$ cat config.mk
export PLATFORM = sky130hd
export DESIGN_NAME = frame_time_ema_fps_meter
export DESIGN_NICKNAME = d
export VERILOG_FILES = /design/src/rtl/core/ftema_pkg.sv /design/src/rtl/core/ftema_ctrl.sv /design/src/rtl/core/ftema_dp.sv /design/src/rtl/core/frame_time_ema_fps_meter.sv
export SDC_FILE = /design/constraint.sdc
export NUM_CORES = 2
export LEC_CHECK = 0
export BUFFER_PORTS_ARGS = -buffer_cell sky130_fd_sc_hd__buf_4
export CELL_PAD_IN_SITES_DETAIL_PLACEMENT = 1
export CELL_PAD_IN_SITES_GLOBAL_PLACEMENT = 2
export CORE_MARGIN = 1.5
export CORE_UTILIZATION = 42
export CTS_BUF_LIST = sky130_fd_sc_hd__clkbuf_8 sky130_fd_sc_hd__clkbuf_16
export DETAILED_ROUTE_END_ITERATION = 12
export GPL_ROUTABILITY_DRIVEN = 0
export PLACE_DENSITY_LB_ADDON = 0.1
export SLEW_MARGIN = 20
export SYNTH_ARGS = -nofsm -noshare
export SYNTH_HDL_FRONTEND = slang
export SYNTH_HIERARCHICAL = 1
export SYNTH_SLANG_ARGS = --single-unit
$ cat constraint.sdc
create_clock -name clk -period 9.6 [get_ports clk]
set_input_delay 0.48 -clock clk [delete_from_list [all_inputs] [get_ports clk]]
set_output_delay 0.48 -clock clk [all_outputs]
set_load 0.01 [all_outputs]
$ cat src/rtl/core/ftema_pkg.sv
`default_nettype none

package ftema_pkg;

  localparam int FRAC_BITS = 16;

  localparam int SMP_W   = 32;
  localparam int AVG_W   = 31;
  localparam int FPS_W   = 16;
  localparam int ALPHA_W = 16;
  localparam int RAMP_W  = 8;
  localparam int IDX_W   = 2;
  localparam int CFG_W   = 16;

  localparam logic [IDX_W-1:0] REG_ALPHA_FAST   = 2'd0;
  localparam logic [IDX_W-1:0] REG_ALPHA_STABLE = 2'd1;
  localparam logic [IDX_W-1:0] REG_RAMP_FRAMES  = 2'd2;
  localparam logic [IDX_W-1:0] REG_FPS_LIMIT    = 2'd3;

  localparam logic [ALPHA_W-1:0] ALPHA_FAST_RST   = 16'd29491;
  localparam logic [ALPHA_W-1:0] ALPHA_STABLE_RST = 16'd13107;
  localparam logic [RAMP_W-1:0]  RAMP_FRAMES_RST  = 8'd20;
  localparam logic [FPS_W-1:0]   FPS_LIMIT_RST    = 16'd9999;

  localparam logic [RAMP_W-1:0]  FC_MAX = {RAMP_W{1'b1}};

  // rate numerator: 2000 * 2^FRAC_BITS + avg, divided by 2 * avg
  localparam longint unsigned FPS_NUM = 64'd2000 << FRAC_BITS;
  localparam longint unsigned AVG_MAX = (64'd1 << AVG_W) - 64'd1;
  localparam int NUM_W = $clog2(FPS_NUM + AVG_MAX + 64'd1);
  localparam int DEN_W = AVG_W + 1;
  localparam int CNT_W = $clog2(NUM_W + 1);

  localparam int D_W    = AVG_W + 2;
  localparam int PROD_W = ALPHA_W + 1 + D_W;
  localparam int MIX_W  = AVG_W + ALPHA_W + 4;
  localparam longint unsigned ALPHA_HALF = 64'd1 << (ALPHA_W - 1);

  typedef struct packed {
    logic                    command;
    logic signed [SMP_W-1:0] sample_ms;
    logic                    sample_invalid;
  } in_item_t;

  typedef struct packed {
    logic [AVG_W-1:0] avg_ms;
    logic [FPS_W-1:0] fps;
  } out_item_t;

  typedef struct packed {
    logic [ALPHA_W-1:0] alpha_fast;
    logic [ALPHA_W-1:0] alpha_stable;
    logic [RAMP_W-1:0]  ramp_frames;
    logic [FPS_W-1:0]   fps_limit;
  } cfg_t;

  typedef struct packed {
    logic take;
    logic update;
    logic mul;
    logic mix;
    logic div_init;
    logic div_step;
    logic out_load;
  } cmd_t;

  typedef struct packed {
    logic div_last;
  } sts_t;

endpackage

`default_nettype wire

$ cat src/rtl/core/ftema_ctrl.sv
`default_nettype none

module ftema_ctrl
  import ftema_pkg::*;
(
  input  wire  clk,
  input  wire  rst_n,
  input  wire  in_valid,
  output logic in_ready,
  output logic out_valid,
  input  wire  out_ready,
  output cmd_t cmd,
  input  sts_t sts
);

  localparam logic [2:0] S_IDLE = 3'd0;
  localparam logic [2:0] S_UPD  = 3'd1;
  localparam logic [2:0] S_MUL  = 3'd2;
  localparam logic [2:0] S_MIX  = 3'd3;
  localparam logic [2:0] S_DIVI = 3'd4;
  localparam logic [2:0] S_DIV  = 3'd5;
  localparam logic [2:0] S_OUT  = 3'd6;

  logic [2:0] state_r, state_nxt;
  logic       out_valid_r, out_valid_nxt;
  logic       out_free;

  assign in_ready  = (state_r == S_IDLE);
  assign out_valid = out_valid_r;
  assign out_free  = !out_valid_r || out_ready;

  always_comb begin
    state_nxt     = state_r;
    out_valid_nxt = out_valid_r;
    cmd           = '0;
    if (out_valid_r && out_ready) begin
      out_valid_nxt = 1'b0;
    end
    case (state_r)
      S_IDLE: begin
        if (in_valid) begin
          cmd.take  = 1'b1;
          state_nxt = S_UPD;
        end
      end
      S_UPD: begin
        cmd.update = 1'b1;
        state_nxt  = S_MUL;
      end
      S_MUL: begin
        cmd.mul   = 1'b1;
        state_nxt = S_MIX;
      end
      S_MIX: begin
        cmd.mix   = 1'b1;
        state_nxt = S_DIVI;
      end
      S_DIVI: begin
        cmd.div_init = 1'b1;
        state_nxt    = S_DIV;
      end
      S_DIV: begin
        cmd.div_step = 1'b1;
        if (sts.div_last) begin
          state_nxt = S_OUT;
        end
      end
      S_OUT: begin
        if (out_free) begin
          cmd.out_load  = 1'b1;
          out_valid_nxt = 1'b1;
          state_nxt     = S_IDLE;
        end
      end
      default: begin
        state_nxt = S_IDLE;
      end
    endcase
  end

  always_ff @(posedge clk) begin
    if (!rst_n) begin
      state_r     <= S_IDLE;
      out_valid_r <= 1'b0;
    end else begin
      state_r     <= state_nxt;
      out_valid_r <= out_valid_nxt;
    end
  end

endmodule

`default_nettype wire

$ cat src/rtl/core/ftema_dp.sv
`default_nettype none

module ftema_dp
  import ftema_pkg::*;
(
  input  wire       clk,
  input  wire       rst_n,
  input  in_item_t  in_data,
  input  cfg_t      cfg,
  input  cmd_t      cmd,
  output sts_t      sts,
  output out_item_t out_data
);

  logic                     cmd_r;
  logic                     inv_r;
  logic [AVG_W-1:0]         s_r;
  logic [AVG_W-1:0]         avg_r, avg_nxt;
  logic                     started_r, started_nxt;
  logic [RAMP_W-1:0]        fc_r, fc_nxt;
  logic                     blend_r, blend_nxt;
  logic [ALPHA_W-1:0]       a_r, a_nxt;
  logic signed [D_W-1:0]    d_r, d_nxt;
  logic signed [PROD_W-1:0] prod_r, prod_nxt;
  logic [NUM_W-1:0]         num_r;
  logic [DEN_W-1:0]         den_r;
  logic [DEN_W-1:0]         rem_r;
  logic [CNT_W-1:0]         cnt_r;
  out_item_t                out_r;

  logic [DEN_W-1:0]         lo, hi, s_ext, s_c;
  logic [MIX_W-1:0]         mix;
  logic [DEN_W:0]           trial;
  logic                     fit;
  logic [NUM_W-1:0]         lim;
  logic [FPS_W-1:0]         fps;

  assign lo    = {1'b0, 1'b0, avg_r[AVG_W-1:1]};
  assign hi    = {avg_r, 1'b0};
  assign s_ext = {1'b0, s_r};

  always_comb begin
    s_c = (s_ext < lo) ? lo : s_ext;
    if (s_c > hi) begin
      s_c = hi;
    end
  end

  always_comb begin
    avg_nxt     = avg_r;
    started_nxt = started_r;
    fc_nxt      = fc_r;
    blend_nxt   = blend_r;
    a_nxt       = a_r;
    d_nxt       = d_r;
    if (cmd.update) begin
      blend_nxt = 1'b0;
      if (cmd_r) begin
        avg_nxt     = '0;
        started_nxt = 1'b0;
        fc_nxt      = '0;
      end else if (!inv_r) begin
        if (!started_r) begin
          avg_nxt     = s_r;
          started_nxt = 1'b1;
          fc_nxt      = RAMP_W'(1);
        end else begin
          a_nxt = (fc_r < cfg.ramp_frames) ? cfg.alpha_fast : cfg.alpha_stable;
          if (fc_r != FC_MAX) begin
            fc_nxt = fc_r + RAMP_W'(1);
          end
          if (avg_r == '0) begin
            avg_nxt = s_r;
          end else begin
            blend_nxt = 1'b1;
            d_nxt     = $signed({1'b0, s_c}) - $signed({2'b00, avg_r});
          end
        end
      end
    end
    if (cmd.mix && blend_r) begin
      avg_nxt = mix[ALPHA_W +: AVG_W];
    end
  end

  assign prod_nxt = $signed({1'b0, a_r}) * d_r;

  // avg * 2^16 + a * (s - avg) + half
  assign mix = {{(MIX_W-AVG_W-ALPHA_W){1'b0}}, avg_r, {ALPHA_W{1'b0}}}
             + {{(MIX_W-PROD_W){prod_r[PROD_W-1]}}, prod_r}
             + MIX_W'(ALPHA_HALF);

  assign trial = {rem_r, num_r[NUM_W-1]};
  assign fit   = (trial >= {1'b0, den_r});

  assign sts.div_last = (cnt_r == CNT_W'(1));

  assign lim = NUM_W'(cfg.fps_limit);
  always_comb begin
    if (avg_r == '0) begin
      fps = '0;
    end else if (num_r > lim) begin
      fps = cfg.fps_limit;
    end else begin
      fps = num_r[FPS_W-1:0];
    end
  end

  always_ff @(posedge clk) begin
    if (!rst_n) begin
      avg_r     <= '0;
      started_r <= 1'b0;
      fc_r      <= '0;
      blend_r   <= 1'b0;
    end else begin
      avg_r     <= avg_nxt;
      started_r <= started_nxt;
      fc_r      <= fc_nxt;
      blend_r   <= blend_nxt;
    end
  end

  always_ff @(posedge clk) begin
    a_r <= a_nxt;
    d_r <= d_nxt;
    if (cmd.take) begin
      cmd_r <= in_data.command;
      inv_r <= in_data.sample_invalid;
      s_r   <= in_data.sample_ms[SMP_W-1] ? '0 : in_data.sample_ms[AVG_W-1:0];
    end
    if (cmd.mul) begin
      prod_r <= prod_nxt;
    end
    if (cmd.div_init) begin
      num_r <= NUM_W'(FPS_NUM) + NUM_W'(avg_r);
      den_r <= {avg_r, 1'b0};
      rem_r <= '0;
      cnt_r <= CNT_W'(NUM_W);
    end else if (cmd.div_step) begin
      rem_r <= fit ? DEN_W'(trial - {1'b0, den_r}) : trial[DEN_W-1:0];
      num_r <= {num_r[NUM_W-2:0], fit};
      cnt_r <= cnt_r - CNT_W'(1);
    end
    if (cmd.out_load) begin
      out_r.avg_ms <= avg_r;
      out_r.fps    <= fps;
    end
  end

  assign out_data = out_r;

endmodule

`default_nettype wire

$ cat src/rtl/core/frame_time_ema_fps_meter.sv
`default_nettype none

// Frame-time EMA meter. Each transfer on the input channel (a Q16.16 ms sample,
// or a clear command) yields one transfer on the output channel carrying the
// smoothed frame time and the rounded, capped frame rate. An item passes through
// the accepting step, then update and clamp, multiply, blend and divider setup,
// then a restoring divider that retires one quotient bit per cycle for the rate,
// then the load of the output register once that register is free.
// A finished result waits in that register, so the next item may be taken
// while it is still unread. Configuration writes take effect at once and are
// meant for an idle block.
module frame_time_ema_fps_meter
  import ftema_pkg::*;
(
  input  wire              clk,
  input  wire              rst_n,
  input  wire              in_valid,
  output logic             in_ready,
  input  in_item_t         in_data,
  output logic             out_valid,
  input  wire              out_ready,
  output out_item_t        out_data,
  input  wire              cfg_we,
  input  wire  [IDX_W-1:0] cfg_index,
  input  wire  [CFG_W-1:0] cfg_wdata
);

  cfg_t cfg_r, cfg_nxt;
  cmd_t cmd;
  sts_t sts;

  always_comb begin
    cfg_nxt = cfg_r;
    if (cfg_we) begin
      case (cfg_index)
        REG_ALPHA_FAST:   cfg_nxt.alpha_fast   = cfg_wdata[ALPHA_W-1:0];
        REG_ALPHA_STABLE: cfg_nxt.alpha_stable = cfg_wdata[ALPHA_W-1:0];
        REG_RAMP_FRAMES:  cfg_nxt.ramp_frames  = cfg_wdata[RAMP_W-1:0];
        REG_FPS_LIMIT:    cfg_nxt.fps_limit    = cfg_wdata[FPS_W-1:0];
        default: begin
          cfg_nxt = cfg_r;
        end
      endcase
    end
  end

  always_ff @(posedge clk) begin
    if (!rst_n) begin
      cfg_r.alpha_fast   <= ALPHA_FAST_RST;
      cfg_r.alpha_stable <= ALPHA_STABLE_RST;
      cfg_r.ramp_frames  <= RAMP_FRAMES_RST;
      cfg_r.fps_limit    <= FPS_LIMIT_RST;
    end else begin
      cfg_r <= cfg_nxt;
    end
  end

  ftema_ctrl u_ctrl (
    .clk       (clk),
    .rst_n     (rst_n),
    .in_valid  (in_valid),
    .in_ready  (in_ready),
    .out_valid (out_valid),
    .out_ready (out_ready),
    .cmd       (cmd),
    .sts       (sts)
  );

  ftema_dp u_dp (
    .clk      (clk),
    .rst_n    (rst_n),
    .in_data  (in_data),
    .cfg      (cfg_r),
    .cmd      (cmd),
    .sts      (sts),
    .out_data (out_data)
  );

endmodule

`default_nettype wire

# Word-level counts from Yosys, hierarchy flattened
# Cells that the tools add are included.
# classes
n_addsub,7
multipliers,1
mux,39
n_bitwise,3
reduce_logical,19
order_cmp,5
n_eq_ne,18
# op_table
op,count
$mux W31,7
$mux W32,4
$add A47 B16 Y47 const B,1
$add A47 B47 Y47,1
$mul A17 B33 Y47,1
$ge A33 B32 Y1,1
$sub A32 B31 Y33,1
$add A27 B31 Y32 const A,1
$gt A32 B16 Y1,1
$gt A32 B32 Y1,1
$mux W16,2
$mux W8,4
$sub A32 B32 Y32,1
$logic_not A31 Y1,1
$lt A31 B30 Y1,1
$pmux W3 S7,1
$mux W1,18
$reduce_and A2 Y1,5
$eq A3 B3 Y1 const B,3
$mux W3,3
$reduce_and A3 Y1,3
$add A8 B1 Y8 const B,1
$lt A8 B8 Y1,1
$ne A8 B8 Y1 const B,1
other kinds (19),28
# word_totals
word_cells,114
inputBits,57
reg_bits,378

# Logic depth before layout (Yosys ltp)
# logic_depth
ltp_word,7
depth_mapped,36

# By module
# Netlist, hierarchy kept.
# by_module_without_submodules
mod,cells_per_inst,instances,area_each_um2
ftema_dp,3663,1,35595.4
frame_time_ema_fps_meter,220,1,2233.4
ftema_ctrl,30,1,254.0

# Least setup slack after synthesis
# No wires, ideal clock.
# synth_path
kind,reg2reg
startpoint,register u_dp.avg_r[24]
endpoint,"register u_dp.d_r[30], data pin"
t_arrival_ns,7.088
path_buffers,4
synth_period_minus_slack_ns,7.347
setup_slack_ns,2.253
path_stages_with_launch,34
setup_time_ns,0.258
path_cell_list,dfxtp_1 clkbuf_1 inv_1 ha_1 nand4_1 nor2_1 nand2_1 or4_1 o2111a_1 buf_2 buf_2 mux2_2 ha_1 a21o_1 a21o_1 a21o_1 a21o_1 a21o_1 a21o_1 a221o_1 a211oi_2 a21oi_2 buf_4 mux2_1 ha_1 and3_1 a221o_1 a21oi_1 and2_1 a21oi_1 a2111oi_0 o31ai_1 a21oi_1 xnor2_1
# synth_between
elab_chain_len,5
# synth_rtl
element,line_no,text
from (decl),ftema_dp.sv:18,"logic [AVG_W-1:0] avg_r, avg_nxt;"
from (signal assigned),ftema_dp.sv:116,avg_r <= avg_nxt;
$lt A31 B30 Y1,ftema_dp.sv:43,s_c = (s_ext < lo) ? lo : s_ext;
$mux W31,ftema_dp.sv:43,
$gt A32 B32 Y1,ftema_dp.sv:44,if (s_c > hi) begin
$mux W32,ftema_dp.sv:44,
$sub A32 B31 Y33 *,ftema_dp.sv:76,"d_nxt = $signed({1'b0, s_c}) - $signed({2'b00, avg_r});"
to (signal assigned),ftema_dp.sv:125,d_r <= d_nxt;
to (decl),ftema_dp.sv:23,"logic signed [D_W-1:0] d_r, d_nxt;"
# Mark *: on every way between the ends. The rest lies on a longest branch, timed or not.
# A chain may end at the register's enable or synchronous reset.

# Final worst setup path
# layout_path
startpoint,register u_dp.avg_r[2]
endpoint,"register u_dp.d_r[30], data pin"
# Same word-level chain as after synthesis.

==> out/summary.txt <==
Post-synth top area cell - fa_1
Post-Route WL - 118000 microns
Largest net degree at the start of global routing - 82
Worst hold slack - 0.0794 ns
Fin crit share - 89.5%
Mapped cell area - 38100 sq um
TritonCTS buffer count - 39
Critical path's top delay family - compound AO/OA/AOI/OAI gates
Maximum vdd drop - 0.117 mV
Number of nets with antenna violations after routing - 0
Most frequent cells after synthesis - inv_1, fa_1, nand2_1
Seq cells post-synth - 363
Layout Nets - 4801
WP data arrival - 8.91 ns
CP Launch Type - flop
Status - complete, no violations
CP Capture Type - flop
Number of global-route vias before repair - 30200
Unrepaired setup endpoints after global routing - no
Register area share after synthesis - 25.0%
IO Port Bufs - 105
Kind of critical path - reg -> reg
Vias - 27900
Post-synth ARST share - 0%
Setup bufs post-CTS - 0
Tmin final - 8.59 ns
Max-slew violations - 0
Core area - 89900 sq um
Vias per inst - 5.40
Chip height - 304 microns
CP peak stage delay - 0.70 ns
Max cap viols - 0
Required @ worst endpoint - 9.92 ns
Grt total ovfl - 0
Clock sinks - 363
Buf/Inv on CP - 4
Critical path fanouts, max - 16
Setup-failing EPs final - 0
Die Width - 304 microns
Top cells by area, synth - fa_1, edfxtp_1, ha_1, dfxtp_1, inv_1
WL/cell - 22.9 microns
Hpwl dp - 93600 microns
CTS Buffer Depth - 3
Die Area - 92500 sq um
Finished Layout Cells - 5178
Worst-margin pin slew - 1.10 ns
Leak - 0.0188 uW
Slew headroom - 26.7%
Fmax - 116 MHz
Worst Skew - 0.0304 ns
IO Pins - 106
Share of layout cells above drive strength 1 - 9.05%
Initial DRC Count - 1626
Yosys warning count - 6
GRT Total Usage - 25.9%
Diode count - 0
Initial Util - 42.4%
Endpoints failing hold - 0
H-tree depth - 2
Initial antenna violation count - 4
Cell with the most instances after synthesis - inv_1
Distinct cells, synth - 82
Post-placement cell count - 5106
Number of flops mapped to enable cells by yosys - 224
Syn Nets - 4743
Worst path most repeated cell - a21o_1
Util after Layout - 46.3%
Clk_lat worst skew - 0.58 ns
CP max stage cell - a21oi_2
Reg-to-reg setup timing slack - 1.01 ns
Top FF cell, synth - edfxtp_1
Drt drc - 0
Hold Path Class - in -> reg
P&R area growth vs syn - 9.29%
Setup total negative slack - 0 ns
Mapped Avg Cell Area - 9.73 sq um
Worst-path clk slew - 0.07 ns
CTS tree - done
PD cells - 166 nW/um^2
First-pass GRT wire length - 183000 microns
Post-CTS Resized - 0
Drt pass-1 iters - 5
CTS root buffer - clkbuf_16
Post-synth top area share - 25.4%
Hold_buf cts - 0
Mapped Cells - 3913
Cell row count - 110
## area by class of cell
cell class                      count  area (sq um)
Multi-Input combinational cell   2753         25500
Fill cell                       10100         48300
Sequential cell                   363          9510
Inverter                          635          2380
Tap cell                         1176          1470
Timing Repair Buffer              179          1340
Clock buffer                       42          1030
Clock inverter                     30           338
## registers in the layout (all words and copies together), names as in the netlist, 6 cells and up
name and flops:
u_dp/d_r 33, u_dp/s_r 31, u_dp/a_r 16, u_dp/out_data 47, cfg_r 56, u_dp/cnt_r 6
u_dp/fc_r 8, u_dp/avg_r 31, u_dp/prod_r 32, u_dp/num_r 32, u_dp/den_r 31, u_dp/rem_r 32
## metrics by stage
| step | worst slack, ns | total power, uW | cell area (sq um) |
|---|---|---|---|
| global route | 0.494 | 7410 | 41600 |
| global placement | 1.27 | 5290 | 40300 |
| floorplan | 2.25 | 4440 | 38100 |
| CTS | 1.16 | 6990 | 41600 |
| finish | 1.01 | 6930 | 41600 |
| detailed placement | 1.21 | 5310 | 40300 |
## cells by family (layout without fill, tap and decap cells)
group           Yosys count  in the layout  share of synthesized area [%]
xor+xnor                138            138                           3.17
mux                     172            172                           4.82
flops                   363            363                           25.0
compound gates          548            548                           9.75
buf+inv                 797            886                           8.07
simple gates           1122           1122                           14.3
fa+ha+maj               773            773                           34.9
## layout by cell type (no fill, tap or decap), drive strengths merged, types with 17 or more instances in the layout
| cell | instances |
|---|---|
| o21a | 20 |
| xnor2 | 92 |
| a211oi | 52 |
| nand3 | 32 |
| a21o | 102 |
| nor2b | 85 |
| ha | 289 |
| nand2b | 26 |
| nand4 | 34 |
| mux2i | 82 |
| clkbuf | 42 |
| dfxtp | 139 |
| a21oi | 155 |
| o21ai | 88 |
| and3 | 21 |
| nor2 | 166 |
| nand2 | 457 |
| mux2 | 90 |
| inv | 642 |
| buf | 179 |
| nor3 | 34 |
| o211ai | 17 |
| fa | 484 |
| edfxtp | 224 |
| and2 | 200 |
| xor2 | 46 |
## worst paths after layout
kind	end	from	cells after the start
hold / removal	u_dp/inv_r	in_data[0]	1
setup reg to reg	u_dp/d_r[30]	u_dp/avg_r[2]	30
setup / recovery	u_dp/d_r[30]	u_dp/avg_r[2]	30
hold reg to reg	cfg_r[34]	cfg_r[34]	2
## per-layer routing
| layer | vias to the layer above | part of all wire, % | GRT usage [%] |
|---|---|---|---|
| li1 | 12900 | - | - |
| met1 | 14500 | 45 | 34.8 |
| met2 | 455 | 50 | 45.2 |
| met3 | 121 | 3.5 | 2.43 |
| met4 | 0 | 2.3 | 6.12 |
| met5 | - | 0 | 0 |
## power by group
part           total (uW)  switching [uW]  internal, uW
registers            2140             192          1950
clock network        1640             697           947
logic                3140            1800          1340
total                6930            2690          4240
Note: power is estimated with default switching activity, not from simulation.
